[src/rtl/core/hvirq_pkg.sv]
// package for the raster-position interrupt unit
// request kinds, register indexes, raster constants and shared structs; no dependencies
package hvirq_pkg;

   // width of a flat raster position in clocks, wide enough for a wrapped target
   localparam int POS_W        = 21;
   localparam int FRAME_W      = 20;
   localparam int LINE_CLOCKS  = 1364;
   localparam int NTSC_LINES   = 262;
   localparam int PAL_LINES    = 312;
   localparam int VBLANK_LINE    = 225;
   localparam int VBLANK_LINE_OS = 240;
   localparam int JOYPAD_LINE    = 227;
   localparam int JOYPAD_LINE_OS = 242;

   localparam int CSR_ADDR_W = 5;
   localparam int CSR_DATA_W = 32;

   typedef enum logic [1:0] {
      KIND_POLL     = 2'd0,
      KIND_LINE     = 2'd1,
      KIND_INSN_END = 2'd2,
      KIND_CLEAR    = 2'd3
   } kind_type;

   typedef enum logic [2:0] {
      REG_HIRQ_ENABLE  = 3'd0,
      REG_VIRQ_ENABLE  = 3'd1,
      REG_NMI_ENABLE   = 3'd2,
      REG_HTIME        = 3'd3,
      REG_VTIME        = 3'd4,
      REG_PAL_REGION   = 3'd5,
      REG_OVERSCAN     = 3'd6,
      REG_AUTO_JOYPAD  = 3'd7
   } reg_index_type;

   typedef struct packed {
      logic       hirq_enable;
      logic       virq_enable;
      logic       nmi_enable;
      logic [8:0] htime;
      logic [8:0] vtime;
      logic       pal_region;
      logic       overscan;
      logic       auto_joypad_enable;
   } cfg_type;

   // values derived from the registers, held in flops
   typedef struct packed {
      logic [POS_W-1:0]   target_hv;
      logic [FRAME_W-1:0] frame_len;
   } cfg_derived_type;

   typedef struct packed {
      logic [1:0]  kind;
      logic [7:0]  clocks;
      logic [8:0]  vcounter;
      logic [10:0] hcounter;
      logic        field;
      logic        irq_mask;
      logic        int_lock;
      logic        external_irq;
      logic [3:0]  clear_mask;
   } item_type;

   typedef struct packed {
      logic irq_window_valid;
      logic irq_flag;
      logic irq_edge;
      logic vblank_valid;
      logic vblank_flag;
      logic nmi_edge;
      logic nmi_wait;
      logic irq_wait;
   } state_type;

   typedef struct packed {
      logic wake;
      logic joypad_poll_start;
   } event_type;

endpackage

[src/rtl/core/hvirq_eval.sv]
// next-state and result logic for one request of the interrupt unit
// depends on hvirq_pkg
module hvirq_eval (
   input  hvirq_pkg::item_type        item,
   input  hvirq_pkg::cfg_type         cfg,
   input  hvirq_pkg::cfg_derived_type drv,
   input  hvirq_pkg::state_type       state,
   output hvirq_pkg::state_type       state_next,
   output hvirq_pkg::event_type       events
);
   import hvirq_pkg::*;

   localparam logic [POS_W-1:0] LINE_W = POS_W'(LINE_CLOCKS);

   logic [POS_W-1:0] now;
   logic [POS_W-1:0] target;
   logic [POS_W-1:0] wrap;
   logic [POS_W-1:0] target_adj;
   logic [POS_W-1:0] gap;
   logic             window_hit;
   logic             window;
   logic [8:0]       vblank_line;
   logic [8:0]       joypad_line;

   always_comb begin
      if (cfg.virq_enable) begin
         now    = POS_W'(item.vcounter) * LINE_W + POS_W'(item.hcounter);
         target = drv.target_hv;
         wrap   = POS_W'(drv.frame_len) + (item.field ? LINE_W : '0);
      end else begin
         now    = POS_W'(item.hcounter);
         target = POS_W'({cfg.htime, 2'b00});
         wrap   = LINE_W;
      end
      target_adj = (now > target) ? target + wrap : target;
      gap        = target_adj - now;
      // a target still behind after one wrap never matches
      window_hit = (target_adj >= now) && (gap < POS_W'(item.clocks));
   end

   assign window      = cfg.hirq_enable ? window_hit : (item.vcounter == cfg.vtime);
   assign vblank_line = cfg.overscan ? 9'(VBLANK_LINE_OS) : 9'(VBLANK_LINE);
   assign joypad_line = cfg.overscan ? 9'(JOYPAD_LINE_OS) : 9'(JOYPAD_LINE);

   always_comb begin
      state_next = state;
      events     = '0;
      case (kind_type'(item.kind))
         KIND_POLL: begin
            if (cfg.hirq_enable || cfg.virq_enable) begin
               if (!state.irq_window_valid && window) begin
                  state_next.irq_flag = 1'b1;
               end
               state_next.irq_window_valid = window;
               if (state_next.irq_flag) begin
                  state_next.irq_edge = 1'b1;
               end
            end else begin
               state_next.irq_window_valid = 1'b0;
            end
         end
         KIND_LINE: begin
            state_next.vblank_valid = item.vcounter >= vblank_line;
            if (!state.vblank_valid && state_next.vblank_valid) begin
               state_next.vblank_flag = 1'b1;
               if (cfg.nmi_enable) begin
                  state_next.nmi_edge = 1'b1;
               end
            end else if (state.vblank_valid && !state_next.vblank_valid) begin
               state_next.vblank_flag = 1'b0;
            end
            events.joypad_poll_start = cfg.auto_joypad_enable &&
                                       (item.vcounter == joypad_line);
         end
         KIND_INSN_END: begin
            if (!item.int_lock) begin
               if (state.nmi_edge) begin
                  events.wake         = 1'b1;
                  state_next.nmi_edge = 1'b0;
                  state_next.nmi_wait = 1'b1;
               end
               if (state.irq_edge || item.external_irq) begin
                  events.wake         = 1'b1;
                  state_next.irq_edge = 1'b0;
                  state_next.irq_wait = !item.irq_mask;
               end
            end
         end
         KIND_CLEAR: begin
            if (item.clear_mask[0]) state_next.irq_flag    = 1'b0;
            if (item.clear_mask[1]) state_next.nmi_wait    = 1'b0;
            if (item.clear_mask[2]) state_next.irq_wait    = 1'b0;
            if (item.clear_mask[3]) state_next.vblank_flag = 1'b0;
         end
         default: begin
            state_next = state;
         end
      endcase
   end

endmodule

[src/rtl/core/hv_position_interrupt_unit.sv]
// Raster-position interrupt unit. Each request (access poll, line start, instruction end
// or flag clear) is taken into an input register, evaluated combinationally against the
// interrupt state and the configuration, and its result lands in an output register, so
// one request is accepted per clock while results are taken, and a new request enters
// while a result waits to be taken. rsp_valid rises as a request moves from the input
// register to the output register; the single evaluation stage holds a constant multiply
// by the line length, an add and a compare. Registers sit on the APB-style port at byte
// address 4*index; write them only while idle. Depends on hvirq_pkg and hvirq_eval.
module hv_position_interrupt_unit (
   input  logic                             clock,
   input  logic                             reset,
   // request channel
   input  logic                             req_valid,
   output logic                             req_ready,
   input  logic [1:0]                       req_kind,
   input  logic [7:0]                       req_clocks,
   input  logic [8:0]                       req_vcounter,
   input  logic [10:0]                      req_hcounter,
   input  logic                             req_field,
   input  logic                             req_irq_mask,
   input  logic                             req_irq_lock,
   input  logic                             req_external_irq,
   input  logic [3:0]                       req_clear_mask,
   // result channel
   output logic                             rsp_valid,
   input  logic                             rsp_ready,
   output logic                             rsp_nmi_pending,
   output logic                             rsp_irq_pending,
   output logic                             rsp_irq_line,
   output logic                             rsp_nmi_line,
   output logic                             rsp_wake,
   output logic                             rsp_joypad_poll_start,
   // configuration port
   input  logic                             psel,
   input  logic                             penable,
   input  logic                             pwrite,
   input  logic [hvirq_pkg::CSR_ADDR_W-1:0] paddr,
   input  logic [hvirq_pkg::CSR_DATA_W-1:0] pwdata,
   output logic [hvirq_pkg::CSR_DATA_W-1:0] prdata,
   output logic                             pready
);
   import hvirq_pkg::*;

   cfg_type         cfg_ff, cfg_in;
   cfg_derived_type drv_ff, drv_in;
   state_type       state_ff, state_in;
   item_type        item_ff, item_in;
   logic            stage_valid_ff, stage_valid_in;
   logic            rsp_valid_ff, rsp_valid_in;
   state_type       result_ff, result_in;
   event_type       event_ff, event_in;
   state_type       state_next;
   event_type       events;
   logic            advance;
   logic            csr_write;
   reg_index_type   csr_index;

   assign pready    = 1'b1;
   assign csr_write = psel && penable && pwrite;
   assign csr_index = reg_index_type'(paddr[4:2]);

   always_comb begin
      cfg_in = cfg_ff;
      if (csr_write) begin
         case (csr_index)
            REG_HIRQ_ENABLE: cfg_in.hirq_enable        = pwdata[0];
            REG_VIRQ_ENABLE: cfg_in.virq_enable        = pwdata[0];
            REG_NMI_ENABLE:  cfg_in.nmi_enable         = pwdata[0];
            REG_HTIME:       cfg_in.htime              = pwdata[8:0];
            REG_VTIME:       cfg_in.vtime              = pwdata[8:0];
            REG_PAL_REGION:  cfg_in.pal_region         = pwdata[0];
            REG_OVERSCAN:    cfg_in.overscan           = pwdata[0];
            REG_AUTO_JOYPAD: cfg_in.auto_joypad_enable = pwdata[0];
            default:         cfg_in = cfg_ff;
         endcase
      end
   end

   always_comb begin
      case (csr_index)
         REG_HIRQ_ENABLE: prdata = CSR_DATA_W'(cfg_ff.hirq_enable);
         REG_VIRQ_ENABLE: prdata = CSR_DATA_W'(cfg_ff.virq_enable);
         REG_NMI_ENABLE:  prdata = CSR_DATA_W'(cfg_ff.nmi_enable);
         REG_HTIME:       prdata = CSR_DATA_W'(cfg_ff.htime);
         REG_VTIME:       prdata = CSR_DATA_W'(cfg_ff.vtime);
         REG_PAL_REGION:  prdata = CSR_DATA_W'(cfg_ff.pal_region);
         REG_OVERSCAN:    prdata = CSR_DATA_W'(cfg_ff.overscan);
         REG_AUTO_JOYPAD: prdata = CSR_DATA_W'(cfg_ff.auto_joypad_enable);
         default:         prdata = '0;
      endcase
   end

   // combined h+v target and frame length only change with the registers
   always_comb begin
      drv_in.target_hv = POS_W'(cfg_ff.vtime) * POS_W'(LINE_CLOCKS) +
                         POS_W'({cfg_ff.htime, 2'b00});
      drv_in.frame_len = cfg_ff.pal_region ? FRAME_W'(PAL_LINES * LINE_CLOCKS)
                                           : FRAME_W'(NTSC_LINES * LINE_CLOCKS);
   end

   hvirq_eval u_eval (
      .item       (item_ff),
      .cfg        (cfg_ff),
      .drv        (drv_ff),
      .state      (state_ff),
      .state_next (state_next),
      .events     (events)
   );

   assign advance   = stage_valid_ff && (!rsp_valid_ff || rsp_ready);
   assign req_ready = !stage_valid_ff || advance;

   always_comb begin
      item_in        = item_ff;
      stage_valid_in = stage_valid_ff;
      if (req_ready) begin
         stage_valid_in = req_valid;
         item_in = '{kind: req_kind, clocks: req_clocks, vcounter: req_vcounter,
                     hcounter: req_hcounter, field: req_field, irq_mask: req_irq_mask,
                     int_lock: req_irq_lock, external_irq: req_external_irq,
                     clear_mask: req_clear_mask};
      end
      state_in     = advance ? state_next : state_ff;
      result_in    = advance ? state_next : result_ff;
      event_in     = advance ? events : event_ff;
      rsp_valid_in = advance || (rsp_valid_ff && !rsp_ready);
   end

   always_ff @(posedge clock) begin
      item_ff   <= item_in;
      drv_ff    <= drv_in;
      result_ff <= result_in;
      event_ff  <= event_in;
      if (reset) begin
         cfg_ff         <= '{htime: 9'h1FF, vtime: 9'h1FF, default: '0};
         state_ff       <= '0;
         stage_valid_ff <= 1'b0;
         rsp_valid_ff   <= 1'b0;
      end else begin
         cfg_ff         <= cfg_in;
         state_ff       <= state_in;
         stage_valid_ff <= stage_valid_in;
         rsp_valid_ff   <= rsp_valid_in;
      end
   end

   assign rsp_valid             = rsp_valid_ff;
   assign rsp_nmi_pending       = result_ff.nmi_wait;
   assign rsp_irq_pending       = result_ff.irq_wait;
   assign rsp_irq_line          = result_ff.irq_flag;
   assign rsp_nmi_line          = result_ff.vblank_flag;
   assign rsp_wake              = event_ff.wake;
   assign rsp_joypad_poll_start = event_ff.joypad_poll_start;

endmodule
[config.mk]
export PLATFORM = sky130hd
export DESIGN_NAME = hv_position_interrupt_unit
export DESIGN_NICKNAME = d
export VERILOG_FILES = /design/src/rtl/core/hvirq_pkg.sv /design/src/rtl/core/hvirq_eval.sv /design/src/rtl/core/hv_position_interrupt_unit.sv
export SDC_FILE = /design/constraint.sdc
export NUM_CORES = 1
export LEC_CHECK = 0
export BUFFER_PORTS_ARGS = -buffer_cell sky130_fd_sc_hd__buf_4
export CAP_MARGIN = 20
export CORE_MARGIN = 3
export CORE_UTILIZATION = 45
export CTS_CLUSTER_DIAMETER = 40
export DETAILED_ROUTE_END_ITERATION = 10
export GPL_ROUTABILITY_DRIVEN = 0
export PLACE_DENSITY = 0.61
export SLEW_MARGIN = 0
export SYNTH_ARGS = -nofsm -noshare
export SYNTH_HDL_FRONTEND = slang
export SYNTH_SLANG_ARGS = --single-unit
[constraint.sdc]
create_clock -name clock -period 13.8 [get_ports clock]
set_clock_uncertainty 0.2 [all_clocks]
set_input_delay 0.69 -clock clock [delete_from_list [all_inputs] [get_ports clock]]
set_output_delay 0.69 -clock clock [all_outputs]
set_load 0.005 [all_outputs]
# == After elaboration in Yosys (flattened, before gate mapping) ==
# Index checks and enable logic that the tools add are counted.
# Widths: inputs -> output; s select.
# word_totals
reg_bits,118
elab_cells,139
# classes
add_sub_neg,5
n_mul,2
n_lt_le_gt_ge,4
eq_ne,18
mux,36
bitwise_logic,1
reduce_logical,38
# ops
cell,count
$pmux 32 s8,1
$mux 21,4
$add 20x11->21,2
$mul 9x9->18 const B,2
$add 21x21->21,1
$ge 21x21->1,1
$gt 21x21->1,1
$lt 21x8->1,1
$sub 21x21->21,1
$add 19x11->20,1
$mux 1,20
$reduce_and 2->1,10
$eq 9x9->1,2
$mux 18,1
$eq 3x3->1 const B,4
$mux 11,1
$mux 5,2
$ge 9x9->1,1
$logic_and 1x1->1,9
$pmux 1 s2,4
$logic_not 1->1,7
$eq 3x2->1 const B,2
$ne 2x1->1 const B,3
$ne 2x2->1 const B,3
14 further kinds,20

# == Logic depth before layout (Yosys ltp) ==
# logic_depth
word_depth,16
depth_mapped,44
depth_no_buf,42

# == Hierarchy ==
# Synthesis repeated with hierarchy kept, for this count alone.
# hier_totals
cells_unflattened,1346
hier_area_um2,11527.3
# by_module_without_submodules
mod,instances,cells_per_inst,area_each_um2,seq_area_each_um2
hvirq_eval,1,864,6258.5,0.0
hv_position_interrupt_unit,1,482,5268.8,2422.3

# == Worst setup path before layout ==
# No wires, ideal clock.
# synth_timing
kind,register to register
startpoint,reg item_ff[24] in the netlist's numbering
endpoint,reg state_ff[6] in the netlist's numbering
setup_ns,0.070
t_arrival_ns,9.298
slack_ns,4.231
path_stages_with_launch,44
synth_period_minus_slack_ns,9.569
cell_sequence,edfxtp_1 -> ha_1 -> ha_1 -> ha_1 -> inv_1 -> fa_1 -> inv_1 -> ha_1 -> fa_1 -> a21o_1 -> a21oi_1 -> o21bai_1 -> a2111oi_0 -> o311ai_0 -> xor2_1 -> and4_1 -> nand2_1 -> xnor2_1 -> (+8 left out) -> clkbuf_1 -> a21oi_1 -> ha_1 -> nand2_1 -> o21ai_1 -> nand2_1 -> xnor2_1 -> ha_1 -> inv_1 -> o211a_1 -> o211ai_1 -> nor3_1 -> o2111ai_1 -> a2111oi_0 -> nand4_1 -> o31a_1 -> or4_1 -> a21oi_1
# synth_via
elab_chain_cells,15
elab_cells_between_ends,17
classes_between,add/sub (2); mul (1); order compare (3); eq/ne (1); mux (8); reduce/logical (2)
# synth_lines
item,line_no,source
start: declaration,hv_position_interrupt_unit.sv:47,"item_type item_ff, item_in;"
start signal: assignment,hv_position_interrupt_unit.sv:130,item_ff <= item_in;
$mul 9x9->18,hvirq_eval.sv:27,now = POS_W'(item.vcounter) * LINE_W + POS_W'(item.hcounter);
$add 20x11->21,hvirq_eval.sv:27,
$mux 21,hvirq_eval.sv:26,if (cfg.virq_enable) begin
$gt 21x21->1,hvirq_eval.sv:35,target_adj = (now > target) ? target + wrap : target;
$mux 21,hvirq_eval.sv:35,
$sub 21x21->21,hvirq_eval.sv:36,gap = target_adj - now;
$lt 21x8->1,hvirq_eval.sv:38,window_hit = (target_adj >= now) && (gap < POS_W'(item.clocks));
$logic_and 1x1->1,hvirq_eval.sv:38,
$mux 1 (*),hvirq_eval.sv:41,assign window = cfg.hirq_enable ? window_hit : (item.vcounter == cfg.vtime);
$logic_and 1x1->1 (*),hvirq_eval.sv:51,if (!state.irq_window_valid && window) begin
$mux 1 (*),hvirq_eval.sv:51,
$mux 1 (*),hvirq_eval.sv:50,if (cfg.hirq_enable || cfg.virq_enable) begin
$mux 1 (*),hvirq_eval.sv:48,case (kind_type'(item.kind))
$mux 2 (*),hvirq_eval.sv:50,
$pmux 1 s2 (*),hvirq_eval.sv:48,
end signal: assignment,hv_position_interrupt_unit.sv:141,state_ff <= state_in;
end: declaration,hv_position_interrupt_unit.sv:46,"state_type state_ff, state_in;"
# Mark *: on every way between the ends. The rest lies on a longest branch, timed or not. The select of a mux whose other input is x is not followed.
# A chain may end at the register's enable or synchronous reset.

# == Final worst setup path ==
# Same ends and word-level chain as after synthesis.

==> flow_summary_export.csv <==
group,metric,value,unit
logic_synthesis,synth-xor-area-share,7.16,%
logic_synthesis,synth_compound_area_share,18.0,%
global_route,grt.busiest_layer,"met2",
logic_synthesis,yosys_warnings,0,
placed_design,placedCellCount,1578,
worst_setup_path,end_kind,"register",
floorplan,fp.dieH,160,um
power_and_ir_drop,leakagePower,0.00552,uW
logic_synthesis,synth_edf_count,44,
sta,fmax,93.2,MHz
power_and_ir_drop,power_density,106,mW/mm^2
sta,setup_tns,0,ns
sta,rsz0062_at_grt,"false",
worst_setup_path,reg2reg_to,"state_ff[6]$_SDFFE_PP0P_",
cts,post-cts-setup-buffers,0,
worst_setup_path,slowest_stage,"a2111oi_0",
cts,cts.sinks,99,
floorplan,io_pins,123,
worst_setup_path,cp-start-kind,"register",
logic_synthesis,async_flop_share,0,%
run,maxCapViolCount,0,
layout,drive_gt1_share,9.75,%
worst_setup_path,setup.worst_path.start,"item_ff[24]$_DFFE_PP_",
layout,final_cells,1595,
drt,dr.pass1.iters,5,
worst_hold_path,hp-class,"reg2reg",
layout,final_cell_mix,"175 x ha_1, 159 x inv_1, 81 x a21oi_1",
worst_setup_path,critPathArrivalTime,10.84,ns
drt,drtIter0Drc,447,
floorplan,initial_core_util,46.4,%
global_route,grtUsageMet2,31.9,%
layout,layout.cells.most_common,"ha_1",
sta,setup_ws,3.07,ns
global_route,antenna_found_initial,0,
sta,setup_viol,0,
worst_setup_path,cp_max_fo,31,
worst_setup_path,critPathCapture,"state_ff[6]$_SDFFE_PP0P_",
cts,cts_hold_buffers,0,
worst_setup_path,reg2reg_depth,42,
drt,remaining_drc_errors,0,
sta,fin_crit,10.73,ns
floorplan,die-width,160,um
logic_synthesis,synthSimpleGateAreaFrac,13.5,%
floorplan,dieArea,0.0255,mm^2
worst_setup_path,rr_startpoint,"item_ff[24]$_DFFE_PP_",
power_and_ir_drop,totalPowerFinal,1240,uW
placed_design,portBuffers,73,
logic_synthesis,synth_top_family_by_area,"adder cells",
cts,postCtsResizedCells,0,
cts,cts_buffer_depth,2,
logic_synthesis,synth_top_cell_by_area,"ha_1",
cts,cts_tree,"done",
worst_setup_path,cp.depth,42,
global_route,grt_pass1_vias,8174,
sta,period_share,77.8,%
worst_setup_path,crit_top_cell,"ha_1",
logic_synthesis,syn_avg_cell_area,8.73,um^2
logic_synthesis,yosys_register_bits,99,
sta,max_slew_margin,36.8,%
global_route,grt_pass1_wl,41.5,mm
layout,diodes,0,
sta,drv_slew,0,
layout,num-nets-final,1569,
cts,cts-buffers-inserted,9,
global_route,grt_max_degree,63,
logic_synthesis,yosysUniqueCellTypes,68,
outcome,status,"finished, final reports clean",
logic_synthesis,synth-main-ff-cell,"dfxtp_1",
global_route,use_met1,27.2,%
cts,cts.clk_slew.worst_paths,0.09,ns
logic_synthesis,synth.area.mux_share,2.85,%
layout,syn2layout_area_growth,10.0,%
logic_synthesis,synth_top_area_share,20.6,%
floorplan,rows,55,
worst_setup_path,critical_path_buf_inv_count,4,
sta,whs,0.183,ns
worst_setup_path,crit_path_max_incr_delay,0.54,ns
sta,hold_viol,0,
logic_synthesis,mappedNetlistArea,0.0106,mm^2
cts,cts_root_buffer,"clkbuf_16",
logic_synthesis,syn_inst,1219,
worst_setup_path,path_class,"reg2reg",
worst_setup_path,crit_family,"compound AO/OA/AOI/OAI gates",
placed_design,hpwl,20.9,mm
sta,tightest_slew,0.941,ns
floorplan,coreArea,0.0229,mm^2
global_route,grt_overflow,0,
global_route,grt_use_total,19.9,%
placed_design,pre_cts_ws,3.20,ns
drt,vias,8445,
power_and_ir_drop,ir_worst_vdd,0.0000573,V
logic_synthesis,ys_seq_area_share,22.8,%
worst_setup_path,required,13.91,ns
logic_synthesis,synthTopCellsByArea,"ha_1 21%, edfxtp_1 12%, dfxtp_1 10%",
drt,antenna_left,0,
global_route,use_met3,3.01,%
worst_setup_path,rrSetupSlack,3.07,ns
cts,insertion_delay,0.37,ns
drt,wirelength,25.4,mm
drt,viasPerCell,5.29,
drt,avgRoutedWirePerCell,15.9,um
cts,cts.htree.levels,3,
logic_synthesis,yosys.area_share.adder,27.2,%
==> worst min-delay path by stage <==
stage / from / endpoint / slack [ns] / depth (start not counted)
floorplan: cfg_ff[2]$_SDFFE_PP0P_ / drv_ff[11]$_DFF_P_ / 0.15 / 0
global placement: cfg_ff[2]$_SDFFE_PP0P_ / drv_ff[11]$_DFF_P_ / 0.17 / 0
detailed placement: cfg_ff[2]$_SDFFE_PP0P_ / drv_ff[11]$_DFF_P_ / 0.17 / 0
CTS: cfg_ff[2]$_SDFFE_PP0P_ / drv_ff[11]$_DFF_P_ / 0.18 / 0
global route: cfg_ff[2]$_SDFFE_PP0P_ / drv_ff[11]$_DFF_P_ / 0.19 / 0
finish: cfg_ff[2]$_SDFFE_PP0P_ / drv_ff[11]$_DFF_P_ / 0.18 / 0
==> state kept, by name, summed over array words and instances (netlist names), 8 cells and up <==
register  flops
cfg_ff       24
drv_ff       21
item_ff      38
state_ff      8
==> cells in the mapped netlist (7+ instances only) <==
cell type,n
nand3_1,16
o21bai_1,11
mux2_2,10
inv_1,159
dfxtp_1,55
nand2_1,80
and2_1,16
fa_1,35
clkbuf_1,22
a211oi_1,7
xnor2_1,64
nor2b_1,24
a31oi_1,9
nor2_1,78
nor3_1,22
mux2i_1,19
a211o_1,23
buf_4,24
ha_1,175
a22o_1,10
a21oi_1,81
nand2b_1,8
o21ai_0,50
o211ai_1,8
a21o_1,32
nand4_1,14
o21a_1,13
xor2_1,23
edfxtp_1,44
==> logic make-up after synthesis <==
family / count (synthesis)
flip-flops: 99
adder cells (fa/ha/maj): 210
multiplexers: 29
XOR/XNOR: 87
AND/OR/NAND/NOR: 294
AO/OA/AOI/OAI: 286
other: 2
buffers and inverters: 212
==> layout make-up <==
| cell class | count | area (um^2) |
|---|---|---|
| inverter | 159 | 597 |
| timing repair buffer | 78 | 589 |
| tap | 313 | 392 |
| clock inverter | 7 | 68.8 |
| sequential | 99 | 2420 |
| clock buffer | 9 | 225 |
| fill | 2150 | 11200 |
| multi-input combinational | 930 | 7410 |
==> worst reg2reg max path, delay by kind of cell, from the launching register on <==
family	cells	cell delay [ns]
compound gates	19	4.44
fa+ha+maj	9	2.90
simple gates	7	1.67
flops	1	0.53
xor+xnor	3	0.50
buf+inv	4	0.42
==> power by group <==
group / internal (uW) / total [uW] / leakage (uW) / switching [uW]
clock network: 128 / 259 / 0.000146 / 131
logic: 274 / 633 / 0.00446 / 359
registers: 333 / 347 / 0.000908 / 14.2
total: 734 / 1240 / 0.00552 / 505
==> through the flow <==
| stage | util [%] | instance area [um^2] |
|---|---|---|
| after detailed placement | 49.8 | 11400 |
| after global placement | 49.8 | 11400 |
| after CTS | 51.0 | 11700 |
| after floorplan | - | 10700 |
| after global routing | 51.1 | 11700 |
| final | 51.1 | 11700 |
==> layer usage <==
metal,share of wire (%),vias up
met1,47,3892
li1,-,4330
met2,45,172
met4,3.6,0
met5,0,-
met3,3.9,51
Power figures use the tool's default switching activity.
